==> src/hdl/nonuniform_grid_finite_difference_top_assert.svh <==
// Assertion macros for the nonuniform grid finite difference block
`ifndef NONUNIFORM_GRID_FINITE_DIFFERENCE_TOP_ASSERT_SVH
`define NONUNIFORM_GRID_FINITE_DIFFERENCE_TOP_ASSERT_SVH

// Same-cycle implication, checked outside reset
`define NGFD_ASSERT_IMP(lbl, ante, cons, msg) \
    lbl: assert property (@(posedge i_clk) disable iff (!i_rst_n) (ante) |-> (cons)) \
        else $error(msg);

// Next-cycle implication, checked outside reset
`define NGFD_ASSERT_NXT(lbl, ante, cons, msg) \
    lbl: assert property (@(posedge i_clk) disable iff (!i_rst_n) (ante) |=> (cons)) \
        else $error(msg);

`endif

==> src/hdl/ngfd_pkg.sv <==
// Package: types, widths and codes of the nonuniform grid finite difference block
`timescale 1ns / 1ps
package ngfd_pkg;

    localparam int DATA_W = 32;
    localparam int FRAC_W = 16;
    localparam int CNT_W  = 16;
    localparam int NUM_W  = DATA_W + 4;
    localparam int DIF_W  = DATA_W + 1;
    localparam int DEN_W  = 2 * DIF_W;
    localparam int DIVN_W = NUM_W + 2 * FRAC_W;

    localparam logic [2:0] ST_OK     = 3'd0;
    localparam logic [2:0] ST_ORDER  = 3'd1;
    localparam logic [2:0] ST_FEW    = 3'd2;
    localparam logic [2:0] ST_ACC    = 3'd3;
    localparam logic [2:0] ST_METHOD = 3'd4;
    localparam logic [2:0] ST_DIV0   = 3'd5;
    localparam logic [2:0] ST_SAT    = 3'd6;

    localparam logic [1:0] METH_BWD = 2'd0;
    localparam logic [1:0] METH_FWD = 2'd1;
    localparam logic [1:0] METH_CEN = 2'd2;
    localparam logic [1:0] METH_UPW = 2'd3;

    localparam logic [2:0] REG_METHOD = 3'd0;
    localparam logic [2:0] REG_DORDER = 3'd1;
    localparam logic [2:0] REG_AORDER = 3'd2;
    localparam logic [2:0] REG_COUNT  = 3'd3;

    typedef struct packed {
        logic signed [DATA_W-1:0] sample_value;
        logic signed [DATA_W-1:0] coordinate;
    } t_in;

    typedef struct packed {
        logic signed [DATA_W-1:0] derivative;
        logic [CNT_W-1:0]         point_index;
        logic [2:0]               status;
        logic                     last_of_sweep;
    } t_out;

    typedef struct packed {
        logic signed [NUM_W-1:0] num;
        logic signed [DIF_W-1:0] d1;
        logic signed [DIF_W-1:0] d2;
        logic                    two_den;
        logic                    ord2;
        logic [2:0]              status;
        logic [CNT_W-1:0]        index;
        logic                    last;
    } t_job;

    typedef struct packed {
        logic full;
        logic empty;
    } t_q_stat;

    typedef enum logic [2:0] {
        BK_IDLE,
        BK_MUL,
        BK_CHK,
        BK_DIV,
        BK_FIN,
        BK_EMIT
    } t_back_state;

endpackage

==> src/hdl/ngfd_front.sv <==
// Front end: configuration, point window and job generation
`timescale 1ns / 1ps
module ngfd_front import ngfd_pkg::*; (
    input  logic        i_clk,
    input  logic        i_rst_n,
    input  logic        i_cfg_we,
    input  logic [2:0]  i_cfg_idx,
    input  logic [15:0] i_cfg_data,
    input  logic        i_in_valid,
    input  t_in         i_in_data,
    output logic        o_in_stall,
    input  t_q_stat     i_q_stat,
    output logic        o_push,
    output t_job        o_job
);

    typedef struct packed {
        logic [CNT_W:0]     i0, i1, i2;
        logic signed [3:0]  c0, c1, c2;
        logic [CNT_W:0]     a0, b0, a1, b1;
        logic               two;
    } t_recipe;

    function automatic t_recipe rc_diff(logic [CNT_W:0] a, logic [CNT_W:0] b);
        t_recipe r;
        r = '0;
        r.i0 = a; r.c0 = 4'sd1; r.i1 = b; r.c1 = -4'sd1;
        r.a0 = a; r.b0 = b;
        return r;
    endfunction

    function automatic t_recipe rc_curv(logic [CNT_W:0] l);
        t_recipe r;
        r = '0;
        r.i0 = l + 2'd2; r.c0 = 4'sd1;
        r.i1 = l + 1'd1; r.c1 = -4'sd2;
        r.i2 = l;        r.c2 = 4'sd1;
        r.a0 = l + 2'd2; r.b0 = l + 1'd1;
        r.a1 = l + 1'd1; r.b1 = l;
        r.two = 1'b1;
        return r;
    endfunction

    // {hit, slot}: window slot of point idx when k is the newest point
    function automatic logic [3:0] slot_of(logic [CNT_W-1:0] k, logic [CNT_W:0] idx);
        logic [CNT_W+1:0] d;
        d = {2'b00, k} - {1'b0, idx};
        if (!d[CNT_W+1] && d < (CNT_W+2)'(5)) begin
            return {1'b1, d[2:0]};
        end
        return 4'd0;
    endfunction

    logic [1:0]       r_method;
    logic [1:0]       r_dorder;
    logic [2:0]       r_aorder;
    logic [CNT_W-1:0] r_pcount;
    logic signed [DATA_W-1:0] r_vwin [5];
    logic signed [DATA_W-1:0] r_xwin [5];
    logic [CNT_W-1:0] r_k;
    logic [CNT_W-1:0] r_nk;
    logic [CNT_W-1:0] r_cur;
    logic [1:0]       r_rem;

    logic [CNT_W-1:0] cnt, lastp, first;
    logic             acc, k_last;
    logic [2:0]       st;
    t_recipe          rc;
    logic [3:0]       s0, s1, s2, sa0, sb0, sa1, sb1;
    logic signed [DATA_W-1:0] v0, v1, v2, xa0, xb0, xa1, xb1;

    assign acc        = i_in_valid && (r_rem == 2'd0);
    assign o_in_stall = (r_rem != 2'd0);
    assign o_push     = (r_rem != 2'd0) && !i_q_stat.full;

    assign cnt    = (r_pcount == '0) ? CNT_W'(1) : r_pcount;
    assign lastp  = cnt - 1'b1;
    assign k_last = ({1'b0, r_k} + 1'b1) >= {1'b0, cnt};
    assign first  = (r_k >= CNT_W'(2)) ? r_k - CNT_W'(2) : '0;

    always_comb begin
        logic [CNT_W:0] n;
        logic           is_first, is_last, nxt_last;
        n        = {1'b0, r_cur};
        is_first = (r_cur == '0);
        is_last  = (r_cur == lastp);
        nxt_last = (n + 1'b1) == {1'b0, lastp};
        st = ST_OK;
        if (r_method == METH_UPW) begin
            st = ST_METHOD;
        end else if (r_dorder != 2'd1 && r_dorder != 2'd2) begin
            st = ST_ORDER;
        end else if (r_method == METH_BWD) begin
            if (cnt < CNT_W'(3)) st = ST_FEW;
            else if (r_aorder != 3'd1) st = ST_ACC;
        end else if (r_method == METH_FWD) begin
            if (r_aorder != 3'd1) st = ST_ACC;
            else if (cnt < ((r_dorder == 2'd2) ? CNT_W'(4) : CNT_W'(3))) st = ST_FEW;
        end else begin
            if (r_aorder != 3'd2) st = ST_ACC;
            else if (cnt < CNT_W'(3)) st = ST_FEW;
        end

        rc = '0;
        case (r_method)
            METH_BWD: begin
                if (r_dorder == 2'd1) begin
                    rc = is_first ? rc_diff((CNT_W+1)'(1), '0) : rc_diff(n, n - 1'b1);
                end else begin
                    rc = rc_curv((r_cur <= CNT_W'(1)) ? '0 : n - 2'd2);
                end
            end
            METH_FWD: begin
                if (r_dorder == 2'd1) begin
                    rc = is_last ? rc_diff(n, n - 1'b1) : rc_diff(n + 1'b1, n);
                end else begin
                    rc = rc_curv(is_last ? n - 2'd2 : (nxt_last ? n - 1'b1 : n));
                end
            end
            default: begin
                if (r_dorder == 2'd1) begin
                    if (is_first) begin
                        rc = '0;
                        rc.i0 = '0;               rc.c0 = -4'sd3;
                        rc.i1 = (CNT_W+1)'(1);    rc.c1 = 4'sd4;
                        rc.i2 = (CNT_W+1)'(2);    rc.c2 = -4'sd1;
                        rc.a0 = (CNT_W+1)'(2);    rc.b0 = '0;
                    end else if (is_last) begin
                        rc = '0;
                        rc.i0 = n;          rc.c0 = 4'sd3;
                        rc.i1 = n - 1'b1;   rc.c1 = -4'sd4;
                        rc.i2 = n - 2'd2;   rc.c2 = 4'sd1;
                        rc.a0 = n;          rc.b0 = n - 2'd2;
                    end else begin
                        rc = rc_diff(n + 1'b1, n - 1'b1);
                    end
                end else begin
                    rc = rc_curv(is_first ? '0 : (is_last ? n - 2'd2 : n - 1'b1));
                end
            end
        endcase

        s0  = slot_of(r_nk, rc.i0);
        s1  = slot_of(r_nk, rc.i1);
        s2  = slot_of(r_nk, rc.i2);
        sa0 = slot_of(r_nk, rc.a0);
        sb0 = slot_of(r_nk, rc.b0);
        sa1 = slot_of(r_nk, rc.a1);
        sb1 = slot_of(r_nk, rc.b1);
        v0  = s0[3]  ? r_vwin[s0[2:0]]  : '0;
        v1  = s1[3]  ? r_vwin[s1[2:0]]  : '0;
        v2  = s2[3]  ? r_vwin[s2[2:0]]  : '0;
        xa0 = sa0[3] ? r_xwin[sa0[2:0]] : '0;
        xb0 = sb0[3] ? r_xwin[sb0[2:0]] : '0;
        xa1 = sa1[3] ? r_xwin[sa1[2:0]] : '0;
        xb1 = sb1[3] ? r_xwin[sb1[2:0]] : '0;

        o_job.num = NUM_W'(rc.c0) * NUM_W'(v0) + NUM_W'(rc.c1) * NUM_W'(v1)
                  + NUM_W'(rc.c2) * NUM_W'(v2);
        o_job.d1      = DIF_W'(xa0) - DIF_W'(xb0);
        o_job.d2      = DIF_W'(xa1) - DIF_W'(xb1);
        o_job.two_den = rc.two;
        o_job.ord2    = (r_dorder == 2'd2);
        o_job.status  = st;
        o_job.index   = r_cur;
        o_job.last    = is_last;
    end

    always_ff @(posedge i_clk) begin
        if (!i_rst_n) begin
            r_method <= METH_CEN;
            r_dorder <= 2'd1;
            r_aorder <= 3'd2;
            r_pcount <= CNT_W'(3);
            r_k      <= '0;
            r_rem    <= '0;
        end else begin
            if (o_push) begin
                r_cur <= r_cur + 1'b1;
                r_rem <= r_rem - 1'b1;
            end
            if (acc) begin
                r_nk  <= r_k;
                r_cur <= first;
                if (k_last) begin
                    r_rem <= 2'(r_k - first) + 2'd1;
                    r_k   <= '0;
                end else begin
                    r_rem <= (r_k >= CNT_W'(2)) ? 2'd1 : 2'd0;
                    r_k   <= r_k + 1'b1;
                end
            end
            if (i_cfg_we) begin
                case (i_cfg_idx)
                    REG_METHOD: begin r_method <= i_cfg_data[1:0]; r_k <= '0; end
                    REG_DORDER: begin r_dorder <= i_cfg_data[1:0]; r_k <= '0; end
                    REG_AORDER: begin r_aorder <= i_cfg_data[2:0]; r_k <= '0; end
                    REG_COUNT:  begin r_pcount <= i_cfg_data[CNT_W-1:0]; r_k <= '0; end
                    default: ;
                endcase
            end
        end
    end

    always_ff @(posedge i_clk) begin
        if (acc) begin
            for (int i = 4; i > 0; i--) begin
                r_vwin[i] <= r_vwin[i-1];
                r_xwin[i] <= r_xwin[i-1];
            end
            r_vwin[0] <= i_in_data.sample_value;
            r_xwin[0] <= i_in_data.coordinate;
        end
    end

endmodule

==> src/hdl/ngfd_job_fifo.sv <==
// Job queue between front end and arithmetic back end
`timescale 1ns / 1ps
module ngfd_job_fifo import ngfd_pkg::*; #(
    parameter int DEPTH = 4
) (
    input  logic    i_clk,
    input  logic    i_rst_n,
    input  logic    i_push,
    input  t_job    i_job,
    input  logic    i_pop,
    output t_job    o_job,
    output t_q_stat o_stat,
    output logic [$clog2(DEPTH+1)-1:0] o_level
);

    localparam int PW = (DEPTH > 1) ? $clog2(DEPTH) : 1;
    localparam int LW = $clog2(DEPTH + 1);

    t_job          r_mem [DEPTH];
    logic [PW-1:0] r_wp, r_rp;
    logic [LW-1:0] r_cnt;
    logic          do_push, do_pop;

    assign o_stat.full  = (r_cnt == LW'(DEPTH));
    assign o_stat.empty = (r_cnt == '0);
    assign do_push = i_push && !o_stat.full;
    assign do_pop  = i_pop && !o_stat.empty;
    assign o_job   = r_mem[r_rp];
    assign o_level = r_cnt;

    always_ff @(posedge i_clk) begin
        if (!i_rst_n) begin
            r_wp  <= '0;
            r_rp  <= '0;
            r_cnt <= '0;
        end else begin
            if (do_push) r_wp <= (r_wp == PW'(DEPTH - 1)) ? '0 : r_wp + 1'b1;
            if (do_pop)  r_rp <= (r_rp == PW'(DEPTH - 1)) ? '0 : r_rp + 1'b1;
            r_cnt <= r_cnt + LW'(do_push) - LW'(do_pop);
        end
    end

    always_ff @(posedge i_clk) begin
        if (do_push) r_mem[r_wp] <= i_job;
    end

endmodule

==> src/hdl/ngfd_back.sv <==
// Back end: serial multiply, restoring divide, saturation and output register
`timescale 1ns / 1ps
module ngfd_back import ngfd_pkg::*; (
    input  logic    i_clk,
    input  logic    i_rst_n,
    input  t_q_stat i_q_stat,
    input  t_job    i_job,
    output logic    o_pop,
    output logic    o_out_valid,
    input  logic    i_out_stall,
    output t_out    o_out_data
);

    localparam int CW = $clog2(DIVN_W + 1);

    t_back_state       r_state, n_state;
    logic [NUM_W-1:0]  r_nmag;
    logic              r_neg, r_nneg, r_ord2;
    logic [DEN_W-1:0]  r_dmag, r_mcand;
    logic [DIF_W-1:0]  r_mplier;
    logic [DIVN_W-1:0] r_dvd, r_quo;
    logic [DEN_W-1:0]  r_rem;
    logic [CW-1:0]     r_cnt;
    t_out              r_res;
    logic              r_ov;
    t_out              r_out;

    logic [NUM_W-1:0]  nmag;
    logic [DIF_W-1:0]  d1m, d2m;
    logic [DEN_W:0]    rem_sh;
    logic              q_ge;
    logic [DIVN_W-1:0] lim;
    logic              emit;

    localparam logic signed [DATA_W-1:0] MAXV = {1'b0, {(DATA_W-1){1'b1}}};
    localparam logic signed [DATA_W-1:0] MINV = {1'b1, {(DATA_W-1){1'b0}}};

    assign nmag   = i_job.num[NUM_W-1] ? NUM_W'(-i_job.num) : NUM_W'(i_job.num);
    assign d1m    = i_job.d1[DIF_W-1] ? DIF_W'(-i_job.d1) : DIF_W'(i_job.d1);
    assign d2m    = i_job.d2[DIF_W-1] ? DIF_W'(-i_job.d2) : DIF_W'(i_job.d2);
    assign rem_sh = {r_rem, r_dvd[DIVN_W-1]};
    assign q_ge   = rem_sh >= {1'b0, r_dmag};
    assign lim    = DIVN_W'(1) << (DATA_W - 1);
    assign emit   = (r_state == BK_EMIT) && (!r_ov || !i_out_stall);
    assign o_pop  = (r_state == BK_IDLE) && !i_q_stat.empty;

    assign o_out_valid = r_ov;
    assign o_out_data  = r_out;

    always_comb begin
        n_state = r_state;
        case (r_state)
            BK_IDLE: begin
                if (!i_q_stat.empty) begin
                    if (i_job.status != ST_OK) n_state = BK_EMIT;
                    else if (i_job.two_den)    n_state = BK_MUL;
                    else                       n_state = BK_CHK;
                end
            end
            BK_MUL:  if (r_cnt == CW'(1)) n_state = BK_CHK;
            BK_CHK:  n_state = (r_dmag == '0) ? BK_EMIT : BK_DIV;
            BK_DIV:  if (r_cnt == CW'(1)) n_state = BK_FIN;
            BK_FIN:  n_state = BK_EMIT;
            BK_EMIT: if (emit) n_state = BK_IDLE;
            default: n_state = BK_IDLE;
        endcase
    end

    always_ff @(posedge i_clk) begin
        if (!i_rst_n) begin
            r_state <= BK_IDLE;
            r_ov    <= 1'b0;
        end else begin
            r_state <= n_state;
            if (emit)             r_ov <= 1'b1;
            else if (!i_out_stall) r_ov <= 1'b0;
        end
    end

    always_ff @(posedge i_clk) begin
        if (emit) r_out <= r_res;
        case (r_state)
            BK_IDLE: begin
                r_res.point_index   <= i_job.index;
                r_res.last_of_sweep <= i_job.last;
                r_res.status        <= i_job.status;
                r_res.derivative    <= '0;
                r_nmag   <= nmag;
                r_nneg   <= i_job.num[NUM_W-1];
                r_neg    <= i_job.num[NUM_W-1] ^ i_job.d1[DIF_W-1]
                            ^ (i_job.two_den & i_job.d2[DIF_W-1]);
                r_ord2   <= i_job.ord2;
                r_mcand  <= DEN_W'(d1m);
                r_mplier <= d2m;
                r_dmag   <= i_job.two_den ? '0 : DEN_W'(d1m);
                r_cnt    <= CW'(DIF_W);
            end
            BK_MUL: begin
                if (r_mplier[0]) r_dmag <= r_dmag + r_mcand;
                r_mcand  <= r_mcand << 1;
                r_mplier <= r_mplier >> 1;
                r_cnt    <= r_cnt - 1'b1;
            end
            BK_CHK: begin
                r_dvd <= r_ord2 ? DIVN_W'(r_nmag) << (2 * FRAC_W)
                                : DIVN_W'(r_nmag) << FRAC_W;
                r_rem <= '0;
                r_quo <= '0;
                r_cnt <= CW'(DIVN_W);
                if (r_dmag == '0) begin
                    r_res.status     <= ST_DIV0;
                    r_res.derivative <= (r_nmag == '0) ? '0 : (r_nneg ? MINV : MAXV);
                end
            end
            BK_DIV: begin
                r_rem <= q_ge ? DEN_W'(rem_sh - {1'b0, r_dmag}) : DEN_W'(rem_sh);
                r_quo <= {r_quo[DIVN_W-2:0], q_ge};
                r_dvd <= r_dvd << 1;
                r_cnt <= r_cnt - 1'b1;
            end
            BK_FIN: begin
                if (!r_neg && r_quo >= lim) begin
                    r_res.status <= ST_SAT; r_res.derivative <= MAXV;
                end else if (r_neg && r_quo > lim) begin
                    r_res.status <= ST_SAT; r_res.derivative <= MINV;
                end else begin
                    r_res.status     <= ST_OK;
                    r_res.derivative <= r_neg ? -r_quo[DATA_W-1:0] : r_quo[DATA_W-1:0];
                end
            end
            default: ;
        endcase
    end

endmodule

==> src/hdl/nonuniform_grid_finite_difference_top.sv <==
// Top level of the nonuniform grid finite difference block
// Usage:
//  Input channel: i_in_valid / o_in_stall carry one grid point per word
//  (sample value and coordinate, signed Q16.16). A word is taken on a rising
//  edge with valid high and stall low.
//  Output channel: o_out_valid / i_out_stall carry one derivative word with
//  point index, status and last-of-sweep flag, in point order.
//  Configuration: i_cfg_we writes register i_cfg_idx (0 method, 1 derivative
//  order, 2 accuracy order, 3 point count); each write to these restarts the sweep.
//  Jobs: the front end turns each point into up to three jobs, one a cycle
//  while the queue has room, into a job queue. The back end runs a serial
//  multiply for second derivatives and a restoring divide per result, and
//  takes the next job from the queue only once the last result is emitted.
//  Configuration errors skip the arithmetic.
//  Reset: synchronous, active low; registers return to central, first order,
//  accuracy 2, three points, and the queue and output register empty.
//  A stalled output keeps its word; the back end waits, the queue fills and
//  then the input stalls.
`timescale 1ns / 1ps
`include "nonuniform_grid_finite_difference_top_assert.svh"
module nonuniform_grid_finite_difference_top import ngfd_pkg::*; #(
    parameter int QUEUE_DEPTH = 4
) (
    input  logic        i_clk,
    input  logic        i_rst_n,
    input  logic        i_cfg_we,
    input  logic [2:0]  i_cfg_idx,
    input  logic [15:0] i_cfg_data,
    input  logic        i_in_valid,
    output logic        o_in_stall,
    input  t_in         i_in_data,
    output logic        o_out_valid,
    input  logic        i_out_stall,
    output t_out        o_out_data
);

    t_job    front_job, q_job;
    logic    push, pop;
    t_q_stat q_stat;
    logic [$clog2(QUEUE_DEPTH+1)-1:0] q_level;

    // front end: registers, five-point window, formula selection
    ngfd_front u_front (
        .i_clk      (i_clk),
        .i_rst_n    (i_rst_n),
        .i_cfg_we   (i_cfg_we),
        .i_cfg_idx  (i_cfg_idx),
        .i_cfg_data (i_cfg_data),
        .i_in_valid (i_in_valid),
        .i_in_data  (i_in_data),
        .o_in_stall (o_in_stall),
        .i_q_stat   (q_stat),
        .o_push     (push),
        .o_job      (front_job)
    );

    // decouples job generation from the long arithmetic
    ngfd_job_fifo #(.DEPTH(QUEUE_DEPTH)) u_fifo (
        .i_clk   (i_clk),
        .i_rst_n (i_rst_n),
        .i_push  (push),
        .i_job   (front_job),
        .i_pop   (pop),
        .o_job   (q_job),
        .o_stat  (q_stat),
        .o_level (q_level)
    );

    // back end: shared serial multiplier and divider, output register
    ngfd_back u_back (
        .i_clk       (i_clk),
        .i_rst_n     (i_rst_n),
        .i_q_stat    (q_stat),
        .i_job       (q_job),
        .o_pop       (pop),
        .o_out_valid (o_out_valid),
        .i_out_stall (i_out_stall),
        .o_out_data  (o_out_data)
    );

    `NGFD_ASSERT_IMP(a_q_bound, 1'b1, q_level <= ($clog2(QUEUE_DEPTH+1))'(QUEUE_DEPTH), "queue overfilled")
    `NGFD_ASSERT_IMP(a_err_zero, o_out_valid && (o_out_data.status == ST_ORDER || o_out_data.status == ST_FEW || o_out_data.status == ST_ACC || o_out_data.status == ST_METHOD), o_out_data.derivative == '0, "error word carries data")
    `NGFD_ASSERT_NXT(a_push_room, push && q_stat.full, 1'b0, "push into full queue")

endmodule
==> config.mk <==
export PLATFORM = sky130hd
export DESIGN_NAME = nonuniform_grid_finite_difference_top
export DESIGN_NICKNAME = d
export VERILOG_FILES = /design/src/hdl/ngfd_pkg.sv /design/src/hdl/ngfd_front.sv /design/src/hdl/ngfd_job_fifo.sv /design/src/hdl/ngfd_back.sv /design/src/hdl/nonuniform_grid_finite_difference_top.sv
export VERILOG_INCLUDE_DIRS = /design/src /design/src/hdl
export SDC_FILE = /design/constraint.sdc
export NUM_CORES = 2
export LEC_CHECK = 0
export ABC_AREA = 1
export BUFFER_PORTS_ARGS = -buffer_cell sky130_fd_sc_hd__buf_4
export CORE_MARGIN = 3
export CORE_UTILIZATION = 50
export CTS_BUF_LIST = sky130_fd_sc_hd__clkbuf_8
export CTS_CLUSTER_SIZE = 25
export DETAILED_ROUTE_END_ITERATION = 8
export HOLD_SLACK_MARGIN = 0.02
export PLACE_DENSITY = 0.67
export SYNTH_ARGS = -nofsm -noshare
export SYNTH_HDL_FRONTEND = slang
export SYNTH_SLANG_ARGS = --single-unit
==> constraint.sdc <==
create_clock -name i_clk -period 15.05 [get_ports i_clk]
set_input_delay 1.505 -clock i_clk [delete_from_list [all_inputs] [get_ports i_clk]]
set_output_delay 1.505 -clock i_clk [all_outputs]
set_load 0.05 [all_outputs]
After elaboration in Yosys (flattened, before gate mapping) --
Memory sizes are Yosys's and may differ from the RTL's. A register that Yosys moved wholly into a read port is not among the register bits. Cells that the tools add are included.
Word-level totals: bits in registers 601, latch bits 0, RAM bits 816, bits in read-only memories 0, input bits 88, output and inout bits 54, memories 3
Memories:
- u_fifo.r_mem | words 4, bits a word 124, read ports 1, clocked after memory_dff 1, wr ports 1, line ngfd_job_fifo.sv:19 | t_job r_mem [DEPTH];
- u_front.r_vwin | words 5, bits a word 32, read ports 7, clocked after memory_dff 0, wr ports 5, line ngfd_front.sv:58 | logic signed [DATA_W-1:0] r_vwin [5];
- u_front.r_xwin | words 5, bits a word 32, read ports 8, clocked after memory_dff 0, wr ports 5, line ngfd_front.sv:59 | logic signed [DATA_W-1:0] r_xwin [5];
Operators by class: add/sub/neg operators 39, multiply operators 3, div/mod/pow operators 0, $lt $le $gt $ge 15, eq/ne operators 29, shift operators 0, multiplexer cells 107, bitwise operators 3, reduce and logical (&&, ||, !) cells 56
Operators by type and width (number):
- 2-to-1 mux 132 bit | 6
- 2-to-1 mux 32 bit | 13
- case mux 66 bit (2 select lines) | 3
- case mux 68 bit (2 select lines) | 2
- case mux 132 bit (2 select lines) | 1
- 2-to-1 mux 66 bit | 2
- 2-to-1 mux 131 bit | 1
- 2-to-1 mux 16 bit | 8
- < comparator 18 x 3 -> 1 bit, second input constant | 7
- subtractor 16 x 17 -> 18 bit | 7
- multiplier 4 x 32 -> 36 bit | 3
- 2-to-1 mux 33 bit | 3
- case mux 32 bit (3 select lines) | 1
- 2-to-1 mux 17 bit | 5
- adder 36 bit | 2
- greater-or-equal comparator 68 x 32 -> 1 bit, second input constant | 1
- greater-than comparator 68 x 32 -> 1 bit, second input constant | 1
- 2-to-1 mux 68 bit | 1
- greater-or-equal comparator 67 x 66 -> 1 bit | 1
- adder 66 bit | 1
- logical NOT 66 bit | 1
- negation 33 bit | 2
- case mux 33 bit (2 select lines) | 1
- subtractor 32 x 32 -> 33 bit | 2
- other kinds (57) | 177

Depth between registers and ports, before layout --
An unclocked memory read counts as a cell.
depth after elaboration 19, mapped depth 92, mapped depth without buffers 91

Modules after synthesis --
From an unflattened synthesis, not the netlist that was laid out.
Unflattened totals: cells, all modules 13190, area total of the unflattened synthesis 104368.8 µm²
By module, submodules not included:
- ngfd_front | instances 1, cells each 7145, area each 50522.2 µm², seq. area each 11390.9 µm²
- ngfd_back | instances 1, cells each 4776, area each 34943.5 µm², seq. area each 15124.5 µm²
- ngfd_job_fifo | instances 1, cells each 1269, area each 18903.1 µm², seq. area each 15074.5 µm²

Worst setup path after synthesis --
OpenSTA, ideal clock, no wires.
kind register to register, start register u_front.r_pcount[2], end memory u_fifo.r_mem[0][123] (netlist name), data pin, data arrival time 12.523 ns, data required time 14.785 ns, path slack 2.261 ns, cell stages (with the launch flop) 83, clock period less this slack 12.789 ns, cell sequence dfxtp_1 nor2_4 nand2_2 nor2_4 nand2_4 nand2_1 inv_1 ha_1 nand2_2 nor2_2 nand2_1 nand2_1 nand2_1 nand2_1 nand3_1 nor2_1 nand4_1 nor4_1 [... 47 more ...] a21oi_1 o21ai_0 nand2_1 nand2_1 a21o_1 a21oi_1 o21a_1 o21ai_0 a21oi_1 o21bai_1 a21oi_1 o21ai_0 nand3_1 nand2_1 xnor2_1 inv_1 nand2_1 nand2_1
RTL lines:
- from (decl) | line ngfd_front.sv:57 | logic [CNT_W-1:0] r_pcount;
- from (signal assigned) | line ngfd_front.sv:174 | r_pcount <= CNT_W'(3);
- from (signal assigned) | line ngfd_front.sv:198 | REG_COUNT: begin r_pcount <= i_cfg_data[CNT_W-1:0]; r_k <= '0; end
- to (decl) | line ngfd_job_fifo.sv:19

==> impl_metrics.tcl <==
set metrics [dict create \
    status "completed" \
    critPathLaunchType "flop" \
    ys_warn_count 0 \
    synth_xor_area_share_pct 3.71 \
    finalClockSkew_ns 0.0931 \
    cp_num_buf_inv 10 \
    syn_nets 12800 \
    synth_top_area_share_pct 40.7 \
    worst_ep_required_time_ns 15.85 \
    grt_pass1_vias 83000 \
    synth-edff-count 1349 \
    synth_common_cells "2640 x nand2_1, 1531 x inv_1, 1349 x edfxtp_1" \
    antenna_found_initial 8 \
    dp.final_hpwl_um 233000 \
    vias_per_cell 5.81 \
    placed_area_sq_um 104000 \
    ys.flop_type "edfxtp_1" \
    p_leak_uw 0.0466 \
    synth_area_sq_um 99600 \
    final_hold_viol_count 0 \
    r2r_cells 83 \
    synth_most_common_cell "nand2_1" \
    hold_path_depth 0 \
    setup-violations-final 0 \
    io_buffers 141 \
    post-route-cell-area_sq_um 109000 \
    drv_cap 0 \
    slew_headroom_pct 21.3 \
    grt_pass1_wl_um 483000 \
    gp_congestion 1.03 \
    drc_errors 0 \
    worstSetupPathDepth 83 \
    yosysUniqueCellTypes 76 \
    critical_path_arrival_ns 14.91 \
    cts_tree "built" \
    synthSimpleGateAreaFrac_pct 19.9 \
    min_path_type "flop to flop" \
    antenna_left 0 \
    period_share_pct 93.8 \
    cpPeakStageDelay_ns 0.55 \
    clk_pin_slew_ns 0.06 \
    num_rows 163 \
    numCtsBuffers 236 \
    drt_pass1_iterations 7 \
    synth.area.top_cells "edfxtp_1 41%, nand2_1 9.9%, fa_1 6.7%, inv_1 5.8%, ha_1 5.4%" \
    clockRootBuffer "clkbuf_8" \
    synth_seq_cells 1403 \
    fp.coreArea_sq_um 198000 \
    synth-compound-area-share_pct 14.4 \
    cp_top_family "simple AND/OR/NAND/NOR gates" \
    drv_slew 0 \
    cp-end-kind "flop" \
    min_period_ns 14.11 \
    vias 86500 \
    start_util_pct 50.4 \
    fmax_ghz 0.0709 \
    drive_gt1_share_pct 7.35 \
    die_w_um 452 \
    io_pins 142 \
    criticalPathCategory "flop to flop" \
    htree_levels 4 \
    track_usage_pct 30.2 \
    numClockSinks 1403 \
    seq_area_frac_synth_pct 41.8 \
    peakVddDrop_v 0.000166 \
    final_nets 12900 \
    drtIter0Drc 9661 \
    cp_common_cell "nand2_1" \
    async_flop_share_pct 0 \
    synth_top_cell_by_area "edfxtp_1" \
    clockBufferDepth 3 \
    die_area_sq_um 205000 \
    syn2layout_area_growth_pct 9.33 \
    synthAdderAreaFrac_pct 12.1 \
    wirelength_um 316000 \
    muxShareOfSynthArea_pct 0 \
    clk_latency_ns 1.02 \
    tightest_slew_ns 1.18 \
    final_core_util_pct 55.1 \
    critPathSlowestCell "fa_1" \
    cp_max_fo 30 \
    grt_max_degree 171 \
    hold_buffers 0 \
    avgSynthCellArea_sq_um 8.35 \
    synth_top_family_by_area "simple AND/OR/NAND/NOR gates" \
    grt_overflow 0 \
    p_per_area_nw_per_um2 183 \
    die_h_um 452 \
    netlist_instances 11900 \
    wl_per_cell_um 21.3 \
]
## flip-flops by register name (all words and copies together) (netlist names), 66 cells and up, named ones only
name,count
u_back.r_dmag,66
u_back.r_mcand,66
u_back.r_quo,68
u_back.r_rem,66
u_fifo.r_mem,496
u_front.r_vwin,160
u_front.r_xwin,160
## cells by family (layout without fill, tap and decap cells)
kind of cell    after synthesis  after routing
fa+ha+maj                   763            763
other cells                   0              3
flops                      1403           1403
buf+inv                    2102           2414
compound gates             2523           2523
xor+xnor                    421            421
simple gates               4713           4713
## worst paths after layout
path / start / to / slack (ns)
setup / recovery: u_front.r_pcount[8]$_SDFFE_PN0P_ / u_fifo.r_mem[1][120]$_DFFE_PP_ / 0.94
hold / removal: u_front.r_xwin[1][2]$_DFFE_PP_ / u_front.r_xwin[2][2]$_DFFE_PP_ / 0.42
setup reg to reg: u_front.r_pcount[8]$_SDFFE_PN0P_ / u_fifo.r_mem[1][120]$_DFFE_PP_ / 0.94
hold reg to reg: u_front.r_xwin[1][2]$_DFFE_PP_ / u_front.r_xwin[2][2]$_DFFE_PP_ / 0.42
## power by group
part / leakage [uW] / switching (uW) / total, uW / internal [uW]
clock: 0.00265 / 1680 / 3440 / 1760
sequential: 0.0133 / 751 / 6830 / 6080
combinational: 0.0307 / 6790 / 9640 / 2850
## stage by stage
step / hold WS [ns] / total power (uW) / TNS [ns] / worst slack, ns / std cells
floorplan: 0.400 / 13500 / 0 / 2.26 / 11900
global placement: 0.405 / 16100 / 0 / 0.568 / 14400
detailed placement: 0.405 / 16300 / 0 / 0.464 / 14400
CTS: 0.402 / 19800 / 0 / 0.391 / 14900
global route: 0.417 / 21300 / -0.251 / -0.0406 / 14900
finish: 0.415 / 19900 / 0 / 0.938 / 14900
## layer usage
metal  GRT usage (%)  part of all wire (%)  vias up
li1                -                     -    40700
met1            41.3                    42    40900
met2            47.1                    45     4056
met3            4.94                   8.6      771
met4            14.1                   5.0        6
met5               0                 0.012        -
## placed cells by master (no fill, tap or decap), types with 44 or more instances in the layout
| master | n |
|---|---|
| clkbuf_8 | 238 |
| o21ai_1 | 44 |
| nand2_1 | 2632 |
| clkinv_2 | 44 |
| o211ai_1 | 155 |
| nor3_1 | 100 |
| a21oi_1 | 1023 |
| clkinv_1 | 74 |
| a31oi_1 | 107 |
| xor2_1 | 274 |
| o21ai_0 | 800 |
| a32o_1 | 64 |
| dfxtp_1 | 52 |
| xnor2_1 | 142 |
| inv_1 | 1587 |
| fa_1 | 335 |
| nand4_1 | 157 |
| edfxtp_1 | 1349 |
| o22ai_1 | 81 |
| nor4_1 | 67 |
| nand3_1 | 714 |
| buf_4 | 373 |
| nor2_1 | 893 |
| ha_1 | 426 |
## layout make-up
class	count	area [sq um]
fillers	18000	88700
multi-input cells	8420	50200
inverters	1585	5980
flip-flops and latches	1403	41600
clock buffers	238	3280
well taps	2640	3300
repair buffers	385	3010
clock inverters	206	1520
diodes	3	7.51
## timing repair
action	4_1_cts	5_1_grt
setup endpoints to repair	0	60
gates resized for setup	0	32
setup buffers	0	7
(Power assumes the default switching activity.)
